[config.mk]
export PLATFORM = sky130hd
export DESIGN_NAME = strided_rms_level
export DESIGN_NICKNAME = d
export VERILOG_FILES = /design/src/hw/rtl/srl_pkg.sv /design/src/hw/rtl/srl_divsqrt.sv /design/src/hw/rtl/strided_rms_level.sv
export SDC_FILE = /design/constraint.sdc
export NUM_CORES = 1
export LEC_CHECK = 0
export BUFFER_PORTS_ARGS = -buffer_cell sky130_fd_sc_hd__buf_2
export CAP_MARGIN = 15
export CORE_MARGIN = 1
export CORE_UTILIZATION = 60
export CTS_CLUSTER_DIAMETER = 50
export CTS_CLUSTER_SIZE = 24
export DETAILED_ROUTE_END_ITERATION = 16
export HOLD_SLACK_MARGIN = 0.02
export PLACE_DENSITY = 0.77
export SLEW_MARGIN = 10
export SYNTH_ARGS = -nofsm -noshare
export SYNTH_HDL_FRONTEND = slang
export SYNTH_HIERARCHICAL = 1
export SYNTH_SLANG_ARGS = --single-unit
[constraint.sdc]
create_clock -name clk -period 12.1 [get_ports clk]
set_input_delay 1.815 -clock clk [delete_from_list [all_inputs] [get_ports clk]]
set_output_delay 1.815 -clock clk [all_outputs]
set_load 0.1 [all_outputs]
[src/hw/rtl/srl_pkg.sv]
package srl_pkg;

  // Block configuration.
  localparam int SAMPLE_STRIDE = 1;
  localparam int MAX_FRAMES    = 65536;

  // Field widths.
  localparam int SAMPLE_W   = 16;
  localparam int LEVEL_W    = 16;
  localparam int FULL_SCALE = 32768;

  // A squared Q1.15 magnitude is at most 2^30, so it needs 31 bits.
  localparam int SQ_W      = 2 * SAMPLE_W - 1;
  localparam int FRAME_W   = $clog2(MAX_FRAMES + 1);
  localparam int PHASE_W   = (SAMPLE_STRIDE > 1) ? $clog2(SAMPLE_STRIDE) : 1;
  localparam int STRIDE_W  = $clog2(SAMPLE_STRIDE + 1);
  localparam int SUM_W     = SQ_W + FRAME_W - 1;

  // Divide and root datapath.
  localparam int DIVIDEND_W = SUM_W + STRIDE_W;
  localparam int ROOT_W     = (DIVIDEND_W + 1) / 2;
  localparam int QUO_W      = 2 * ROOT_W;
  localparam int STEP_W     = $clog2(QUO_W);
  localparam int DIV_REM_W  = FRAME_W + 1;
  localparam int SQ_REM_W   = ROOT_W + 3;
  localparam int ALU_W      = (SQ_REM_W > DIV_REM_W) ? SQ_REM_W : DIV_REM_W;

endpackage

[src/hw/rtl/srl_divsqrt.sv]
module srl_divsqrt (
  input  logic                          clk,
  input  logic                          rst,
  input  logic                          start,
  input  logic [srl_pkg::SUM_W-1:0]     sum,
  input  logic [srl_pkg::FRAME_W-1:0]   divisor,
  output logic                          done,
  output logic [srl_pkg::ROOT_W-1:0]    root
);

  typedef enum logic [2:0] {
    IDLE,
    SCALE,
    DIV,
    SQRT,
    FIN
  } state_t;

  state_t                         state;
  logic [srl_pkg::QUO_W-1:0]      quo;
  logic [srl_pkg::ALU_W-1:0]      rem;
  logic [srl_pkg::STEP_W-1:0]     step;

  logic [srl_pkg::ALU_W-1:0]      div_shift;
  logic [srl_pkg::ALU_W-1:0]      sqrt_shift;
  logic [srl_pkg::ALU_W-1:0]      alu_a;
  logic [srl_pkg::ALU_W-1:0]      alu_b;
  logic [srl_pkg::ALU_W:0]        alu_diff;
  logic                           alu_ge;

  // Partial remainders for one restoring divide step and one root step.
  assign div_shift  = {rem[srl_pkg::ALU_W-2:0], quo[srl_pkg::QUO_W-1]};
  assign sqrt_shift = {rem[srl_pkg::ALU_W-3:0], quo[srl_pkg::QUO_W-1 -: 2]};

  // The one shared subtract and compare unit serves both the divide and the root.
  always_comb begin
    if (state == SQRT) begin
      alu_a = sqrt_shift;
      alu_b = {{(srl_pkg::ALU_W - srl_pkg::ROOT_W - 2){1'b0}}, root, 2'b01};
    end else begin
      alu_a = div_shift;
      alu_b = {{(srl_pkg::ALU_W - srl_pkg::FRAME_W){1'b0}}, divisor};
    end
  end

  assign alu_diff = {1'b0, alu_a} - {1'b0, alu_b};
  assign alu_ge   = !alu_diff[srl_pkg::ALU_W];
  assign done     = (state == FIN);

  // Sequencer: scale, one quotient bit a cycle, then one root bit a cycle, then finish.
  always_ff @(posedge clk) begin
    if (rst) begin
      state <= IDLE;
      step  <= '0;
    end else begin
      case (state)
        IDLE: begin
          if (start) begin
            state <= SCALE;
          end
        end
        SCALE: begin
          quo   <= {{(srl_pkg::QUO_W - srl_pkg::SUM_W){1'b0}}, sum}
                   * srl_pkg::QUO_W'(srl_pkg::SAMPLE_STRIDE);
          rem   <= '0;
          step  <= srl_pkg::STEP_W'(srl_pkg::QUO_W - 1);
          state <= DIV;
        end
        DIV: begin
          quo <= {quo[srl_pkg::QUO_W-2:0], alu_ge};
          if (step == '0) begin
            // The root starts from zero and the remainder restarts for the root pass.
            root  <= '0;
            rem   <= '0;
            state <= SQRT;
            step  <= srl_pkg::STEP_W'(srl_pkg::ROOT_W - 1);
          end else begin
            rem  <= alu_ge ? alu_diff[srl_pkg::ALU_W-1:0] : div_shift;
            step <= step - 1'b1;
          end
        end
        SQRT: begin
          rem  <= alu_ge ? alu_diff[srl_pkg::ALU_W-1:0] : sqrt_shift;
          quo  <= {quo[srl_pkg::QUO_W-3:0], 2'b00};
          root <= {root[srl_pkg::ROOT_W-2:0], alu_ge};
          if (step == '0) begin
            state <= FIN;
          end else begin
            step <= step - 1'b1;
          end
        end
        FIN: begin
          state <= IDLE;
        end
        default: begin
          state <= IDLE;
        end
      endcase
    end
  end

  // The root pass starts from a cleared root.
  a_div_rem_bound: assert property (@(posedge clk) disable iff (rst)
    (state == SQRT && $past(state) == DIV) |-> (root == '0))
    else $error("root not cleared at start of root pass");

  a_done_after_root: assert property (@(posedge clk) disable iff (rst)
    done |-> $past(state) == SQRT)
    else $error("done without a finished root pass");

  a_start_idle: assert property (@(posedge clk) disable iff (rst)
    (state == SCALE) |-> $past(start))
    else $error("scale step entered without start");

endmodule

[src/hw/rtl/strided_rms_level.sv]
// Channel  Direction  Handshake               Payload
// in       into block in_valid / in_stall     sample, last_sample
// out      from block out_valid / out_stall   rms_level, too_long
//
// While a buffer is summed, one item is taken every cycle.
// After the item marked last, the block stalls its input until the result is taken:
// a drain state and a scale step, one divide step and then one root step a cycle
// through a single shared subtractor, a finish state and the output state, which
// lasts for as long as out_stall holds the result.
// Reset (rst, synchronous) clears the sums and counters; the first item may follow at once.
module strided_rms_level (
  input  logic                             clk,
  input  logic                             rst,
  input  logic                             in_valid,
  output logic                             in_stall,
  input  logic [srl_pkg::SAMPLE_W-1:0]     sample,
  input  logic                             last_sample,
  output logic                             out_valid,
  input  logic                             out_stall,
  output logic [srl_pkg::LEVEL_W-1:0]      rms_level,
  output logic                             too_long
);

  typedef enum logic [1:0] {
    ACC,
    DRAIN,
    CALC,
    OUT
  } state_t;

  state_t                           state;
  logic [srl_pkg::SUM_W-1:0]        square_sum;
  logic [srl_pkg::FRAME_W-1:0]      frame_count;
  logic [srl_pkg::PHASE_W-1:0]      stride_phase;
  logic                             overflow_seen;
  logic [srl_pkg::SQ_W-1:0]         square;
  logic                             add_pend;

  logic                             in_take;
  logic                             counted;
  logic [srl_pkg::SAMPLE_W-1:0]     mag;
  logic [2*srl_pkg::SAMPLE_W-1:0]   mag_sq;
  logic                             eng_done;
  logic [srl_pkg::ROOT_W-1:0]       eng_root;

  assign in_stall  = (state != ACC);
  assign out_valid = (state == OUT);
  assign in_take   = in_valid && !in_stall;
  assign counted   = (frame_count < srl_pkg::FRAME_W'(srl_pkg::MAX_FRAMES));

  // Magnitude of the sample; full-scale negative maps to 32768.
  assign mag    = sample[srl_pkg::SAMPLE_W-1] ? (~sample + 1'b1) : sample;
  assign mag_sq = mag * mag;

  srl_divsqrt u_divsqrt (
    .clk     (clk),
    .rst     (rst),
    .start   (state == DRAIN),
    .sum     (square_sum),
    .divisor (frame_count),
    .done    (eng_done),
    .root    (eng_root)
  );

  // Frame counting, squaring with a registered pipeline step, and the result handshake.
  always_ff @(posedge clk) begin
    if (rst) begin
      state         <= ACC;
      square_sum    <= '0;
      frame_count   <= '0;
      stride_phase  <= '0;
      overflow_seen <= 1'b0;
      add_pend      <= 1'b0;
    end else begin
      add_pend <= in_take && counted && (stride_phase == '0);
      if (add_pend) begin
        square_sum <= square_sum + {{(srl_pkg::SUM_W - srl_pkg::SQ_W){1'b0}}, square};
      end
      case (state)
        ACC: begin
          if (in_take) begin
            square <= mag_sq[srl_pkg::SQ_W-1:0];
            if (counted) begin
              frame_count <= frame_count + 1'b1;
              if (stride_phase == srl_pkg::PHASE_W'(srl_pkg::SAMPLE_STRIDE - 1)) begin
                stride_phase <= '0;
              end else begin
                stride_phase <= stride_phase + 1'b1;
              end
            end else begin
              overflow_seen <= 1'b1;
            end
            if (last_sample) begin
              state <= DRAIN;
            end
          end
        end
        DRAIN: begin
          state <= CALC;
        end
        CALC: begin
          if (eng_done) begin
            if (eng_root > srl_pkg::ROOT_W'(srl_pkg::FULL_SCALE)) begin
              rms_level <= srl_pkg::LEVEL_W'(srl_pkg::FULL_SCALE);
            end else begin
              rms_level <= eng_root[srl_pkg::LEVEL_W-1:0];
            end
            too_long <= overflow_seen;
            state    <= OUT;
          end
        end
        OUT: begin
          if (!out_stall) begin
            square_sum    <= '0;
            frame_count   <= '0;
            stride_phase  <= '0;
            overflow_seen <= 1'b0;
            state         <= ACC;
          end
        end
        default: begin
          state <= ACC;
        end
      endcase
    end
  end

  a_count_bound: assert property (@(posedge clk) disable iff (rst)
    frame_count <= srl_pkg::FRAME_W'(srl_pkg::MAX_FRAMES))
    else $error("frame count beyond limit");

  a_pend_from_take: assert property (@(posedge clk) disable iff (rst)
    add_pend |-> $past(in_take))
    else $error("square added without an accepted item");

  a_level_bound: assert property (@(posedge clk) disable iff (rst)
    out_valid |-> (rms_level <= srl_pkg::LEVEL_W'(srl_pkg::FULL_SCALE)))
    else $error("level above full scale");

  a_done_in_calc: assert property (@(posedge clk) disable iff (rst)
    eng_done |-> (state == CALC))
    else $error("divide and root finished outside the compute phase");

endmodule

==> flow_metrics.py <==
metrics = {
    "die": {
        "pin_count": 40,
        "coreArea_sq_mm": 0.03345,
        "die_area_sq_mm": 0.03472,
        "start_util_pct": 60.95,
        "die_h_microns": 186.3,
        "die_w_microns": 186.3,
        "std_cell_rows": 67,
    },
    "worst_setup_path": {
        "slowest_delay_ns": 0.71,
        "critPathBufInv": 6,
        "cp_slowest_cell": "xor2_1",
        "crit_top_cell": "fa_1",
        "ff2ff_setup_slack_ns": 7.57,
        "rr_endpoint": "u_divsqrt/rem[18]",
        "cp.depth": 27,
        "critPathCaptureType": "flop",
        "critPathLaunch": "sample[0]",
        "cp-start-kind": "input port",
        "reg2reg_from": "u_divsqrt/state[1]",
        "critPathCapture": "square[30]",
        "arrival_ns": 9.99,
        "cp_max_fo": 16,
        "critical_path.top_delay_family": "adder cells",
        "cp_data_required_time_ns": 12.39,
        "reg2regPathDepth": 16,
        "path_class": "in -> reg",
    },
    "route": {
        "wl_per_cell_microns": 17.13,
        "met3WireLength_microns": 1925,
        "met1_length_microns": 18650,
        "drt_pass1_iterations": 5,
        "drt.antenna.violating_nets": 0,
        "wl_met2_microns": 23600,
        "wl_microns": 45600,
        "num_vias": 15671,
        "highest_layer": "met4",
        "drt-initial-drc-count": 1179,
        "drcViolationCount": 0,
        "vias_per_cell": 5.887,
    },
    "clock_network": {
        "worstSkewPairLatency_ns": 0.56,
        "cts_sinks": 222,
        "ctsResizeCount": 0,
        "clkTransAtPathRegs_ns": 0.06,
        "tritoncts": "built",
        "cts_hold_buf": 0,
        "root_buffer": "clkbuf_16",
        "numCtsBuffers": 25,
        "htreeDepth": 1,
        "post-cts-setup-buffers": 0,
        "cts.path.max_buffers": 3,
    },
    "synth": {
        "synth-warning-count": 6,
        "yosysTopAreaCell": "edfxtp_1",
        "syn_area_per_cell_sq_um": 9.318,
        "ys_top_cells_by_area": "edfxtp_1 21%, fa_1 16%, ha_1 9.6%",
        "synth_edf_count": 145,
        "ys_seq_elements": 222,
        "synth_cell_types": 99,
        "synthesis.instances": 2188,
        "ys.flop_type": "edfxtp_1",
        "synth_area_sq_mm": 0.02039,
        "yosysSeqAreaShare_pct": 28.92,
        "yosysTopAreaCellShare_pct": 21.36,
        "ys_async_sr_fraction_pct": 0,
    },
    "timing": {
        "finalHoldWorstSlack_ns": 0.4688,
        "max_slew_margin_pct": 24.03,
        "rsz0062_at_grt": "no",
        "finalClockSkew_ns": 0.03243,
        "setup_viol": 0,
        "fin_crit_ns": 9.691,
        "slew_viol_final": 0,
        "tightestPinTransition_ns": 1.136,
        "hold_viol_final": 0,
        "final.setup.tns_ns": 0,
        "fmax_mhz": 103.2,
        "finalCritPeriodShare_pct": 80.09,
    },
    "global_route": {
        "grt.overflow.total": 0,
        "grt_max_degree": 114,
        "antenna_found_initial": 0,
        "grt_usage_pct": 26.70,
        "grt_pass1_wl_microns": 76890,
        "grt_pass1_vias": 16159,
    },
    "final_layout": {
        "final_cell_mix": "284 x nand2_1, 272 x inv_1, 168 x fa_1",
        "final_common_cell": "nand2_1",
        "fin_nets": 2540,
        "diodes": 0,
        "syn_to_final_growth_pct": 6.849,
        "drive_above_1_share_pct": 7.588,
        "stdcell_area_sq_mm": 0.02178,
    },
    "placed_design": {
        "dpl_cell_area_sq_mm": 0.02092,
        "dp_hpwl_microns": 34420,
        "gp_congestion": 0.9443,
        "io_buffer_count": 39,
    },
    "min_path": {
        "holdCritStartpoint": "overflow_seen",
        "hold_path_class": "reg -> reg",
    },
    "run": {
        "cap_violations": 0,
    },
    "run_status": {
        "status": "finished clean",
    },
}
-- how the worst min path moves through the flow --
stage | cells past startpoint | to
2_1_floorplan | 0 | too_long
3_3_place_gp | 0 | too_long
3_5_place_dp | 0 | too_long
4_1_cts | 0 | too_long
5_1_grt | 0 | too_long
6_report | 0 | too_long
-- per-stage QoR --
| step | utilization (%) | setup WS, ns | instances |
|---|---|---|---|
| floorplan | - | 2.990 | 2198 |
| global placement | 62.54 | 2.315 | 2616 |
| detailed placement | 62.54 | 1.995 | 2616 |
| CTS | 65.13 | 2.532 | 2662 |
| global route | 65.13 | 2.013 | 2662 |
| finish | 65.13 | 2.409 | 2662 |
-- flip-flops by register name, indices dropped and copies added (netlist names) --
| signal | flops |
|---|---|
| add_pend | 1 |
| frame_count | 17 |
| overflow_seen | 1 |
| rms_level | 16 |
| square | 30 |
| square_sum | 47 |
| state | 2 |
| too_long | 1 |
| u_divsqrt/quo | 48 |
| u_divsqrt/rem | 26 |
| u_divsqrt/root | 24 |
| u_divsqrt/state | 3 |
| u_divsqrt/step | 6 |
-- worst register-to-register path, cell delays in order (launching register included) --
cell	delay (ns)
dfxtp_1	0.46
and2b_1	0.16
buf_4	0.30
and2_1	0.18
buf_4	0.37
mux2i_1	0.28
ha_1	0.18
inv_1	0.05
fa_1	0.39
a21o_1	0.23
a221oi_2	0.39
o21ai_1	0.20
a21oi_1	0.29
o21bai_1	0.15
a31oi_1	0.24
xor2_1	0.22
a221oi_1	0.12
-- kinds of logic after synthesis --
| family | after synthesis | share of synthesized area [%] |
|---|---|---|
| buffers and inverters | 364 | 7.205 |
| AND/OR/NAND/NOR | 637 | 14.67 |
| other | 2 | 0.03684 |
| adder cells (fa/ha/maj) | 324 | 26.07 |
| multiplexers | 73 | 3.584 |
| AO/OA/AOI/OAI | 464 | 15.10 |
| flip-flops | 222 | 28.92 |
| XOR/XNOR | 102 | 4.419 |
-- metal layers --
metal | track usage, % | up-vias
met1 | 32.66 | 7667
li1 | - | 7499
met4 | 9.027 | 0
met2 | 48.97 | 414
met3 | 2.614 | 91
met5 | 0 | -
-- synth_stat cells (9+ instances only) --
cell and instances:
a211oi_1 11, a21o_1 50, a21oi_1 108, a221oi_1 15, a221oi_2 9, and2_1 22
and3_1 37, clkbuf_1 62, dfxtp_1 77, edfxtp_1 145, fa_1 168, ha_1 156
inv_1 272, mux2i_1 73, nand2_1 284, nand2b_1 20, nand3_1 24, nand4_1 16
nor2_1 133, nor3_1 25, o211ai_1 11, o21a_1 11, o21ai_0 132, o21ai_1 16
o21bai_1 10, o31ai_1 11, or3_1 19, xnor2_1 58, xor2_1 43
-- cell type report --
class                           count  area (sq um)
Clock inverter                     19         201.4
Timing Repair Buffer               56         322.8
Inverter                          278          1044
Fill cell                        2695         11660
Clock buffer                       27         664.4
Sequential cell                   222          5899
Tap cell                          448         560.5
Multi-Input combinational cell   1612         13090
Power is left out: the tool's default activity adds up to more than one toggle a clock period on the data nets, which glitch-free logic cannot reach.
